### src/bffa_pkg.sv
`default_nettype none

package bffa_pkg;

   // default pool geometry
   localparam int BLOCK_COUNT_DEF = 1024;
   localparam int BLOCK_BYTES     = 512;
   localparam int BLOCK_SHIFT     = 9;
   localparam int WORD_BITS       = 32;
   localparam int WORD_SHIFT      = 5;

   localparam logic OP_ALLOC = 1'b0;
   localparam logic OP_FREE  = 1'b1;

   typedef enum logic [1:0] {
      ST_OK      = 2'd0,
      ST_NULL    = 2'd1,
      ST_UNKNOWN = 2'd2
   } status_type;

   typedef enum logic [3:0] {
      S_CLEAR,
      S_IDLE,
      S_DECODE,
      S_SCAN_RD,
      S_SCAN_EV,
      S_SET_RD,
      S_SET_WR,
      S_LEN_RD,
      S_LEN_EV,
      S_FINISH,
      S_FAIL_NULL,
      S_FAIL_UNKNOWN
   } state_type;

   typedef struct packed {
      logic capture;
      logic clear_step;
      logic scan_ev;
      logic set_wr;
      logic len_ev;
      logic finish;
      logic fail_null;
      logic fail_unknown;
   } cmd_type;

   typedef struct packed {
      logic clear_done;
      logic op_free;
      logic zero_req;
      logic too_big;
      logic out_range;
      logic hit;
      logic last_word;
      logic set_last;
      logic len_zero;
   } stat_type;

endpackage

`default_nettype wire

### src/bffa_ctrl.sv
`default_nettype none

module bffa_ctrl (
   input  wire logic               clock,
   input  wire logic               reset,
   input  wire logic               start,
   output logic                    busy,
   input  wire bffa_pkg::stat_type stat,
   output bffa_pkg::cmd_type       cmd
);
   import bffa_pkg::*;

   state_type state_ff, state_in;

   always_ff @(posedge clock) begin
      if (reset) begin
         state_ff <= S_CLEAR;
      end else begin
         state_ff <= state_in;
      end
   end

   always_comb begin
      state_in = state_ff;
      case (state_ff)
         S_CLEAR: begin
            if (stat.clear_done) state_in = S_IDLE;
         end
         S_IDLE: begin
            if (start) state_in = S_DECODE;
         end
         S_DECODE: begin
            if (!stat.op_free) begin
               if (stat.zero_req || stat.too_big) state_in = S_FAIL_NULL;
               else                                state_in = S_SCAN_RD;
            end else begin
               if (stat.out_range) state_in = S_FAIL_NULL;
               else                state_in = S_LEN_RD;
            end
         end
         S_SCAN_RD: state_in = S_SCAN_EV;
         S_SCAN_EV: begin
            if (stat.hit)            state_in = S_SET_RD;
            else if (stat.last_word) state_in = S_FAIL_NULL;
            else                     state_in = S_SCAN_RD;
         end
         S_SET_RD: state_in = S_SET_WR;
         S_SET_WR: begin
            if (stat.set_last) state_in = S_FINISH;
            else               state_in = S_SET_RD;
         end
         S_LEN_RD: state_in = S_LEN_EV;
         S_LEN_EV: begin
            if (stat.len_zero) state_in = S_FAIL_UNKNOWN;
            else               state_in = S_SET_RD;
         end
         S_FINISH:       state_in = S_IDLE;
         S_FAIL_NULL:    state_in = S_IDLE;
         S_FAIL_UNKNOWN: state_in = S_IDLE;
         default:        state_in = S_CLEAR;
      endcase
   end

   always_comb begin
      cmd  = '0;
      busy = 1'b1;
      case (state_ff)
         S_CLEAR:        cmd.clear_step = 1'b1;
         S_IDLE: begin
            busy        = 1'b0;
            cmd.capture = start;
         end
         S_SCAN_EV:      cmd.scan_ev = 1'b1;
         S_SET_WR:       cmd.set_wr = 1'b1;
         S_LEN_EV:       cmd.len_ev = !stat.len_zero;
         S_FINISH:       cmd.finish = 1'b1;
         S_FAIL_NULL:    cmd.fail_null = 1'b1;
         S_FAIL_UNKNOWN: cmd.fail_unknown = 1'b1;
         default:        cmd = '0;
      endcase
   end

endmodule

`default_nettype wire

### config.mk
export PLATFORM = sky130hd
export DESIGN_NAME = bffa_ctrl
export DESIGN_NICKNAME = d
export VERILOG_FILES = /design/src/bffa_pkg.sv /design/src/bffa_ctrl.sv
export SDC_FILE = /design/constraint.sdc
export NUM_CORES = 1
export LEC_CHECK = 0
export ABC_AREA = 1
export BUFFER_PORTS_ARGS = -buffer_cell sky130_fd_sc_hd__buf_2
export CAP_MARGIN = 20
export CELL_PAD_IN_SITES_DETAIL_PLACEMENT = 1
export CELL_PAD_IN_SITES_GLOBAL_PLACEMENT = 1
export CORE_UTILIZATION = 27
export DETAILED_ROUTE_END_ITERATION = 7
export PLACE_DENSITY = 0.83
export SYNTH_ARGS = -nofsm -noshare
export SYNTH_HDL_FRONTEND = slang
export SYNTH_SLANG_ARGS = --single-unit
export TNS_END_PERCENT = 5
### constraint.sdc
create_clock -name clock -period 1.7 [get_ports clock]
set_clock_uncertainty 0.05 [all_clocks]
set_input_delay 0.17 -clock clock [delete_from_list [all_inputs] [get_ports clock]]
set_output_delay 0.17 -clock clock [all_outputs]
set_load 0.01 [all_outputs]
-- Word-level counts from Yosys, hierarchy flattened
Index checks and enable logic that the tools add are counted.
- bits in registers: 4
- input bits: 12
- output and inout port bits: 9
- logic and storage cells: 38
- equal/unequal tests: 13
- multiplexer cells: 19
- reduce and logical (&&, ||, !) cells: 5
- operators by type and width (cell ; number):
    4-bit one-hot mux with 10 select lines ; 1
    4-bit two-way mux ; 9
    4-bit by 3-bit == test with 1-bit output (second input constant) ; 4
    4-bit == test (second input constant) ; 4
    1-bit two-way mux ; 9
    4-bit by 2-bit == test with 1-bit output (second input constant) ; 2
    4-bit by 1-bit == test with 1-bit output (second input constant) ; 1
    4-bit zero test ; 1
    2-bit != test (second input constant) ; 2
    3-bit OR reduction ; 1
    2-bit AND reduction ; 1
    1-bit zero test ; 1
    1-bit logical OR ; 1

-- Depth between registers and ports, before layout
Gate-level depths: netlist (run 1).
- word-level depth: 4
- gate-level depth with buffers: 8
- gate-level depth less buffers: 7

-- Worst setup path before layout (run 1)
No wires, ideal clock.
- path kind: reg2reg
- start point: register state_ff[1]
- end point: register state_ff[0]
- setup time: 70 ps
- arrival: 999 ps
- required time: 1580 ps
- slack: 581 ps
- cell stages (with the launch flop): 8
- clock period less this slack: 1119 ps
- cell sequence: dfxtp_1 -> buf_6 -> nand2_1 -> nor2_1 -> nor2_1 -> nand3_1 -> nand2_1 -> a21oi_1
- longest elaborated chain between the ends: 3
- RTL lines (element ; line ; RTL):
    from (decl) ; bffa_ctrl.sv:13 ; state_type state_ff, state_in;
    from (signal assigned) ; bffa_ctrl.sv:19 ; state_ff <= state_in;
    4-bit == test, or another cell as far along ; bffa_ctrl.sv:25 ; case (state_ff)
    3-bit OR reduction (no line) or 2-bit != test (tied branches) ; - ;
    4-bit one-hot mux with 10 select lines or 2-bit AND reduction (tied branches) ; - ;
Several ways; a longest one is shown, not always the timed one.
A chain may end at the register's enable or synchronous reset.

==> reports/metrics.yaml, run 1 <==
p_sw_mw: 0.354
dp_slack_ps: 429
share_comb_of_total_power_pct: 60.6
p_int_mw: 0.350
firstDrtPassIters: 4
finalCritPeriodShare_pct: 86.8
cts_tree: "yes"
rsz0062_at_grt: "no"
syn_area_per_cell_um2: 5.30
cts_resized: 0
crit_path_end_kind: "primary output"
largest_reg_flops: 4
gr-total-overflow: 0
grt_max_degree: 9
required_ps: 1480
drc: 0
hold_path.class: "in -> reg"
insertion_delay_ps: 230
setup_viol: 0
startpoint_type: "flop"
core_region_area_mm2: 0.00130
viasPerCell: 4.61
ios: 21
post-dp-hpwl_um: 1010
powerDensity_mw_per_mm2: 1390
layout-drive-gt1-share_pct: 30.1
max_slew_margin_pct: 81.1
clockBufferDepth: 2
p_clk_share_pct: 15.8
wl_per_cell_um: 11.0
power.leakage_nw: 0.301
yosysSeqAreaShare_pct: 21.3
cts_buffers: 3
rows: 13
synthesis.area_um2: 377
fin_util_pct: 38.9
synth_fp_nets: 83
die_h_um: 39.3
grt_antenna_before_repair: 0
setup_slack_ps: 224
grt_usage_pct: 17.9
slew_viol_final: 0
netlist-cell-type-count: 16
post_cts_buffers: 0
start_util_pct: 28.9
top_regs: "state_ff x4"
regMostFlops: "state_ff"
drtAntennaViolNets: 0
finalPower_mw: 0.704
grt_pass1_vias: 460
die_w_um: 39.3
switching_share_pct: 50.3
yosys_warnings: 0
synthCells: 71
rrSetupSlack_ps: 420
grt_pass1_wl_um: 1880
critPathMaxFanout: 6
max-vdd-ir-drop_mv: 0.613
cap_violations: 0
ys_seq_elements: 4
clk_pin_slew_ps: 40
outcome: "completed"
drtIter0Drc: 7
tns_ps: 0
die-area_mm2: 0.00155
cp_data_arrival_time_ps: 1260
clock.fmax_ghz: 0.677
p_seq_share_pct: 23.6
via_count: 498
worst_pin_slew_ps: 283
postCtsHoldBufs: 0
hold_violations: 0
io_buffers: 20
cts-htree-levels: 1
num_antenna_cells: 0
fin_crit_ps: 1480
fin_nets: 107
nFillCells: 208
areaGrowthSynthToFinish_pct: 34.6
setup.worst_path.class: "reg -> out"
cts-root-buf: "clkbuf_4"
clock_sinks: 4
wl_um: 1190
place_congestion: 0.803
-- final timing paths --
kind	from	endpoint	cells after the start
setup / recovery	state_ff[0]$_SDFFE_PP0P_	cmd[7]	5
hold / removal	reset	state_ff[1]$_SDFFE_PP0P_	2
setup reg to reg	state_ff[2]$_SDFFE_PP0P_	state_ff[0]$_SDFFE_PP0P_	6
hold reg to reg	state_ff[3]$_SDFFE_PP0P_	state_ff[0]$_SDFFE_PP0P_	3
-- through the flow --
stage	instances	instance area, µm²	hold WS [ps]
2_1_floorplan	71	377	189
3_3_place_gp	105	484	330
3_5_place_dp	105	484	335
4_1_cts	108	507	93.2
5_1_grt	108	507	119
6_report	108	507	101
-- per-layer routing --
| metal | GRT usage (%) | vias up | routed length (µm) |
|---|---|---|---|
| li1 | - | 264 | - |
| met1 | 20.0 | 222 | 532 |
| met2 | 36.3 | 12 | 617 |
| met3 | 0 | 0 | 35 |
| met4 | 5.17 | 0 | 0 |
| met5 | 0 | - | 0 |
-- power by group through the flow --
stage,logic (mW),clock network [mW],registers [mW]
finish,0.427,0.111,0.166
global route,0.490,0.116,0.169
CTS,0.431,0.116,0.165
detailed placement,0.427,0,0.166
global placement,0.411,0,0.163
floorplan,0.326,0,0.146
-- critical path, cell delays in order, from the launching register on --
cell,delay (ps)
dfxtp_1,380
inv_2,90
nor2_1,210
nand2_1,120
nor2_1,90
buf_2,130
-- synth_stat cells --
master,n,area share (%)
nor2_4,1,3.0
nand2_2,1,1.7
nand3_1,6,8.0
nand2_1,18,18
a21oi_1,1,1.3
buf_6,1,3.0
inv_2,2,2.0
o211ai_1,1,2.0
nor3_1,4,5.3
o21ai_0,3,4.0
o22ai_1,1,1.7
o21ai_1,1,1.3
nor2_1,13,13
nor2_2,1,1.7
inv_1,13,13
dfxtp_1,4,21
-- cells in the final DEF, fill, tap and decap left out, types with 2 or more instances in the layout --
cell	count
nor2_1	13
nor3_1	4
clkbuf_4	3
inv_1	13
dfxtp_1	4
inv_2	2
buf_2	20
o21ai_0	3
nand3_1	6
nand2_1	18
-- final cells by class --
| cell class | count | area (µm²) | share of cell area, % |
|---|---|---|---|
| Multi-Input combinational cell | 51 | 229 | 45.2 |
| Timing Repair Buffer | 20 | 100 | 19.8 |
| Sequential cell | 4 | 80.1 | 15.8 |
| Inverter | 15 | 56.3 | 11.1 |
| Clock buffer | 3 | 22.5 | 4.44 |
| Tap cell | 15 | 18.8 | 3.70 |
-- kinds of logic after synthesis --
family / Yosys count / share of synthesized area (%)
AO/OA/AOI/OAI: 7 / 10.3
buffers and inverters: 16 / 17.9
AND/OR/NAND/NOR: 44 / 50.5
flip-flops: 4 / 21.3
(Power assumes the default switching activity.)
==> inputs of run 2 (changes only) <==
--- a/config.mk
+++ b/config.mk
@@ -8,11 +8,11 @@
 export ABC_AREA = 1
 export BUFFER_PORTS_ARGS = -buffer_cell sky130_fd_sc_hd__buf_2
 export CAP_MARGIN = 20
-export CELL_PAD_IN_SITES_DETAIL_PLACEMENT = 1
-export CELL_PAD_IN_SITES_GLOBAL_PLACEMENT = 1
-export CORE_UTILIZATION = 27
+export CELL_PAD_IN_SITES_DETAIL_PLACEMENT = 2
+export CELL_PAD_IN_SITES_GLOBAL_PLACEMENT = 2
+export CORE_UTILIZATION = 19
 export DETAILED_ROUTE_END_ITERATION = 7
-export PLACE_DENSITY = 0.83
+export PLACE_DENSITY = 0.81
 export SYNTH_ARGS = -nofsm -noshare
 export SYNTH_HDL_FRONTEND = slang
 export SYNTH_SLANG_ARGS = --single-unit
==> reports/metrics.yaml, run 2 (synthesis results as in run 1) <==
power.leakage_nw: 0.301  # unchanged
rsz0062_at_grt: "no"
fin_nets: 107  # unchanged
clock.fmax_ghz: 0.692  # +2.1%
grt_pass1_wl_um: 2120  # +12%
cts-root-buf: "clkbuf_4"
cts-htree-levels: 1  # unchanged
die-area_mm2: 0.00216  # +40%
rrSetupSlack_ps: 440  # +20 ps
areaGrowthSynthToFinish_pct: 37.9
layout-drive-gt1-share_pct: 30.1  # unchanged
num_antenna_cells: 0  # unchanged
firstDrtPassIters: 4  # unchanged
path_buf_inv: 2  # unchanged
max-vdd-ir-drop_mv: 0.442  # -28%
max_slew_margin_pct: 82.1  # +0.97 points
finalCritPeriodShare_pct: 85.0  # -1.8 points
tns_ps: 0  # unchanged
cts_tree: "yes"
rows: 15  # +2
top_regs: "state_ff x4"
startpoint_type: "flop"
regMostFlops: "state_ff"
switching_share_pct: 50.6  # +0.34 points
hold_violations: 0  # unchanged
finalPower_mw: 0.711  # +0.91%
share_comb_of_total_power_pct: 60.1  # -0.5 points
grt_max_degree: 9  # unchanged
mostFrequentLayoutCells: "buf_2, nand2_1, inv_1, nor2_1, nand3_1"
post-dp-hpwl_um: 1190  # +18%
ios: 21  # unchanged
p_sw_mw: 0.360  # +1.6%
powerDensity_mw_per_mm2: 1370  # -1.5%
worst_pin_slew_ps: 268  # -14.7 ps
setup.worst_path.class: "reg -> out"
place_inst: 115  # +9.5%
grt_usage_pct: 14.0  # -4.0 points
stdcell_count: 118  # +9.3%
hold_path.class: "in -> reg"
cpLargestDelayFamily: "simple AND/OR/NAND/NOR gates"
final_common_cell: "buf_2"
place_congestion: 0.718  # -11%
setup_viol: 0  # unchanged
clockBufferDepth: 2  # unchanged
grt_pass1_vias: 504  # +9.6%
cts_buffers: 3  # unchanged
grt_antenna_before_repair: 0  # unchanged
slew_viol_final: 0  # unchanged
slowest_delay_ps: 380  # about the same
viasPerCell: 4.24  # -8.1%
place_area_um2: 497  # +2.6%
wl_per_cell_um: 11.0  # about the same
wl_um: 1290  # +9.2%
fin_util_pct: 29.1  # -9.8 points
cts_resized: 0  # unchanged
postCtsHoldBufs: 0  # unchanged
drtIter0Drc: 3  # -4
largest_reg_flops: 4  # unchanged
die_w_um: 46.5  # +18%
io_buffers: 20  # unchanged
fin_crit_ps: 1450  # -31.1 ps
p_clk_share_pct: 16.8  # +1.0 points
p_seq_share_pct: 23.1  # -0.5 points
die_h_um: 46.5  # +18%
via_count: 500  # +0.40%
core_region_area_mm2: 0.00178  # +37%
cap_violations: 0  # unchanged
clk_pin_slew_ps: 40  # about the same
start_util_pct: 21.1  # -7.8 points
cp_data_arrival_time_ps: 1230  # -30 ps
crit_path_end_kind: "primary output"
required_ps: 1480  # about the same
drtAntennaViolNets: 0  # unchanged
gr-total-overflow: 0  # unchanged
clock_sinks: 4  # unchanged
insertion_delay_ps: 230  # about the same
p_int_mw: 0.351  # +0.21%
crit_top_cell: "nor2_1"
fin_area_um2: 519  # +2.5%
crit_slowest_cell: "dfxtp_1"
outcome: "completed"
post_cts_buffers: 0  # unchanged
critPathMaxFanout: 6  # unchanged
drc: 0  # unchanged
crit_path_cell_trace: "inv_2 -> nor2_1 -> nand2_1 -> nor2_1 -> buf_2"
## run 2: cell counts in the layout (fill, tap and decap cells not counted)
Identical to the previous run, type by type.
## run 2: power groups by stage
stage / clock (mW) / combinational [mW] / sequential, mW
floorplan: 0 / 0.326 / 0.146
global placement: 0 / 0.418 / 0.166
detailed placement: 0 / 0.435 / 0.167
CTS: 0.122 / 0.438 / 0.165
global route: 0.131 / 0.490 / 0.169
finish: 0.119 / 0.427 / 0.164
## run 2: worst reg2reg max path, stage by stage (launching register included)
cell	delay, ps
dfxtp_1	460
inv_2	70
nand2_2	90
nor2_4	50
nand2_1	70
o21ai_0	80
nor3_1	200
nor2_1	70
## run 2: cell type report
type,count,area (µm²)
well taps,25,31.3
fillers,240,1260
multi-input cells,51,229
repair buffers,20,100
inverters,15,56.3
clock buffers,3,22.5
flip-flops and latches,4,80.1
## run 2: per-stage QoR
stage	hold slack [ps]	worst slack (ps)
detailed placement	332	410
global route	95.9	111
CTS	86.5	241
finish	93.9	255
global placement	330	453
floorplan	189	581
## run 2: worst paths after layout
check,start,endpoint,depth (start not counted)
worst max register to register,state_ff[1]$_SDFFE_PP0P_,state_ff[2]$_SDFFE_PP0P_,7
worst min register to register,state_ff[3]$_SDFFE_PP0P_,state_ff[0]$_SDFFE_PP0P_,3
worst min-delay path,reset,state_ff[0]$_SDFFE_PP0P_,2
worst max-delay path,state_ff[0]$_SDFFE_PP0P_,cmd[7],5
## run 2: layer usage
layer	global-route usage [%]	up-vias	share of wire, %
met2	23.9	16	47
met4	0	0	0
met3	4.71	0	5.2
met5	0	-	0
met1	17.7	222	48
li1	-	262	-
==> inputs of run 3 (changes only) <==
==> constraint.sdc (replaced) <==
create_clock -name clock -period 1.7 [get_ports clock]
set_clock_uncertainty 0.05 [all_clocks]
set_input_delay 0.17 -clock clock [delete_from_list [all_inputs] [get_ports clock]]
set_output_delay 0.17 -clock clock [all_outputs]
set_load 0.02 [all_outputs]
==> reports/metrics.yaml, run 3 (synthesis results as in run 1) <==
grt_usage_pct: 13.6  # -0.31 points
cts_tree: "yes"
cap_violations: 0  # unchanged
grt_antenna_before_repair: 0  # unchanged
hold_start: "reset"
startpoint_type: "flop"
postCtsHoldBufs: 0  # unchanged
cts-htree-levels: 1  # unchanged
die_h_um: 46.5  # unchanged
critPathMaxFanout: 6  # unchanged
max_slew_margin_pct: 81.4  # -0.70 points
wl_met2_um: 585  # -3.1%
share_comb_of_total_power_pct: 62.1  # +2.0 points
regMostFlops: "state_ff"
firstDrtPassIters: 4  # unchanged
met3_wirelength_um: 73  # +9.0%
switching_share_pct: 53.0  # +2.4 points
ios: 21  # unchanged
areaGrowthSynthToFinish_pct: 37.9  # unchanged
top_layer: "met3"
required_ps: 1480  # about the same
cp_data_arrival_time_ps: 1280  # +50 ps
powerDensity_mw_per_mm2: 1440  # +5.2%
layout-drive-gt1-share_pct: 30.1  # unchanged
clock_sinks: 4  # unchanged
clock.fmax_ghz: 0.666  # -3.7%
fin_nets: 107  # unchanged
nFillCells: 239  # -0.42%
cts_buffers: 3  # unchanged
core_region_area_mm2: 0.00178  # unchanged
clockBufferDepth: 2  # unchanged
reg2reg_from: "state_ff[1]$_SDFFE_PP0P_"
die_w_um: 46.5  # unchanged
final_common_cell: "buf_2"
via_count: 499  # -0.20%
post_cts_buffers: 0  # unchanged
p_seq_share_pct: 22.3  # -0.8 points
drtAntennaViolNets: 0  # unchanged
cts_resized: 0  # unchanged
mostFrequentLayoutCells: "buf_2, nand2_1, inv_1, nor2_1, nand3_1"
rows: 15  # unchanged
grt_max_degree: 9  # unchanged
hold_violations: 0  # unchanged
gr-total-overflow: 0  # unchanged
crit_start: "state_ff[0]$_SDFFE_PP0P_"
rsz0062_at_grt: "no"
crit_path_end_kind: "primary output"
cts-root-buf: "clkbuf_4"
drtIter0Drc: 5  # +2
outcome: "completed"
worst_pin_slew_ps: 278  # +10.4 ps
setup.worst_path.class: "reg -> out"
power.leakage_nw: 0.301  # unchanged
tns_ps: 0  # unchanged
start_util_pct: 21.1  # unchanged
fin_crit_ps: 1500  # +55.6 ps
p_int_mw: 0.351  # about the same
slew_viol_final: 0  # unchanged
p_sw_mw: 0.396  # +10%
wl_um: 1260  # -2.3%
hold_ws_ps: 103  # +8.98 ps
grt_pass1_vias: 497  # -1.4%
viasPerCell: 4.23  # -0.20%
insertion_delay_ps: 230  # about the same
wl_per_cell_um: 10.7  # -2.3%
place_congestion: 0.742  # +3.4%
top_regs: "state_ff x4"
largest_reg_flops: 4  # unchanged
io_buffers: 20  # unchanged
grt_pass1_wl_um: 2070  # -2.3%
drt-met1-wl_um: 605  # -2.9%
num_antenna_cells: 0  # unchanged
p_clk_share_pct: 15.6  # -1.2 points
clk_pin_slew_ps: 40  # about the same
post-dp-hpwl_um: 1100  # -7.4%
setup_viol: 0  # unchanged
hold_path.class: "in -> reg"
die-area_mm2: 0.00216  # unchanged
max-vdd-ir-drop_mv: 0.567  # +28%
finalCritPeriodShare_pct: 88.3  # +3.3 points
drc: 0  # unchanged
-- run 3: cell counts in the layout (fill, tap and decap cells not counted) --
Identical to the previous run, type by type.
-- run 3: power by group through the flow --
stage | logic (mW) | clock network [mW] | registers [mW]
floorplan | 0.365 | 0 | 0.146
global placement | 0.457 | 0 | 0.165
detailed placement | 0.468 | 0 | 0.169
CTS | 0.472 | 0.121 | 0.167
global route | 0.527 | 0.129 | 0.171
finish | 0.464 | 0.116 | 0.167
-- run 3: cell type report --
| cell class | instances | area [µm²] | share of cell area [%] |
|---|---|---|---|
| Multi-Input combinational cell | 51 | 229 | 44.1 |
| Timing Repair Buffer | 20 | 100 | 19.3 |
| Sequential cell | 4 | 80.1 | 15.4 |
| Inverter | 15 | 56.3 | 10.8 |
| Tap cell | 25 | 31.3 | 6.02 |
| Clock buffer | 3 | 22.5 | 4.34 |
-- run 3: worst paths after layout --
| kind | end | slack, ps | cells past startpoint |
|---|---|---|---|
| setup / recovery | cmd[7] | 200 | 5 |
| hold / removal | state_ff[2]$_SDFFE_PP0P_ | 100 | 2 |
| setup reg to reg | state_ff[1]$_SDFFE_PP0P_ | 430 | 7 |
| hold reg to reg | state_ff[0]$_SDFFE_PP0P_ | 620 | 3 |
-- run 3: routing by layer --
| layer | track usage, % | vias up |
|---|---|---|
| met4 | 3.53 | 0 |
| li1 | - | 264 |
| met1 | 17.8 | 215 |
| met2 | 21.9 | 20 |
| met3 | 3.53 | 0 |
| met5 | 0 | - |
-- run 3: critical path, stage by stage, from the launching register on --
cell and delay, ps:
dfxtp_1 390, inv_2 90, nor2_1 180, nand2_1 120, nor2_1 90, buf_2 160
-- run 3: metrics by stage --
step	std cells	util [%]	setup slack (ps)	power, mW	cell area (µm²)
after floorplan	71	-	386	0.511	377
after global placement	115	27.9	441	0.623	497
after detailed placement	115	27.9	434	0.637	497
after CTS	118	29.1	186	0.760	519
after global routing	118	29.1	11.3	0.828	519
final	118	29.1	199	0.747	519
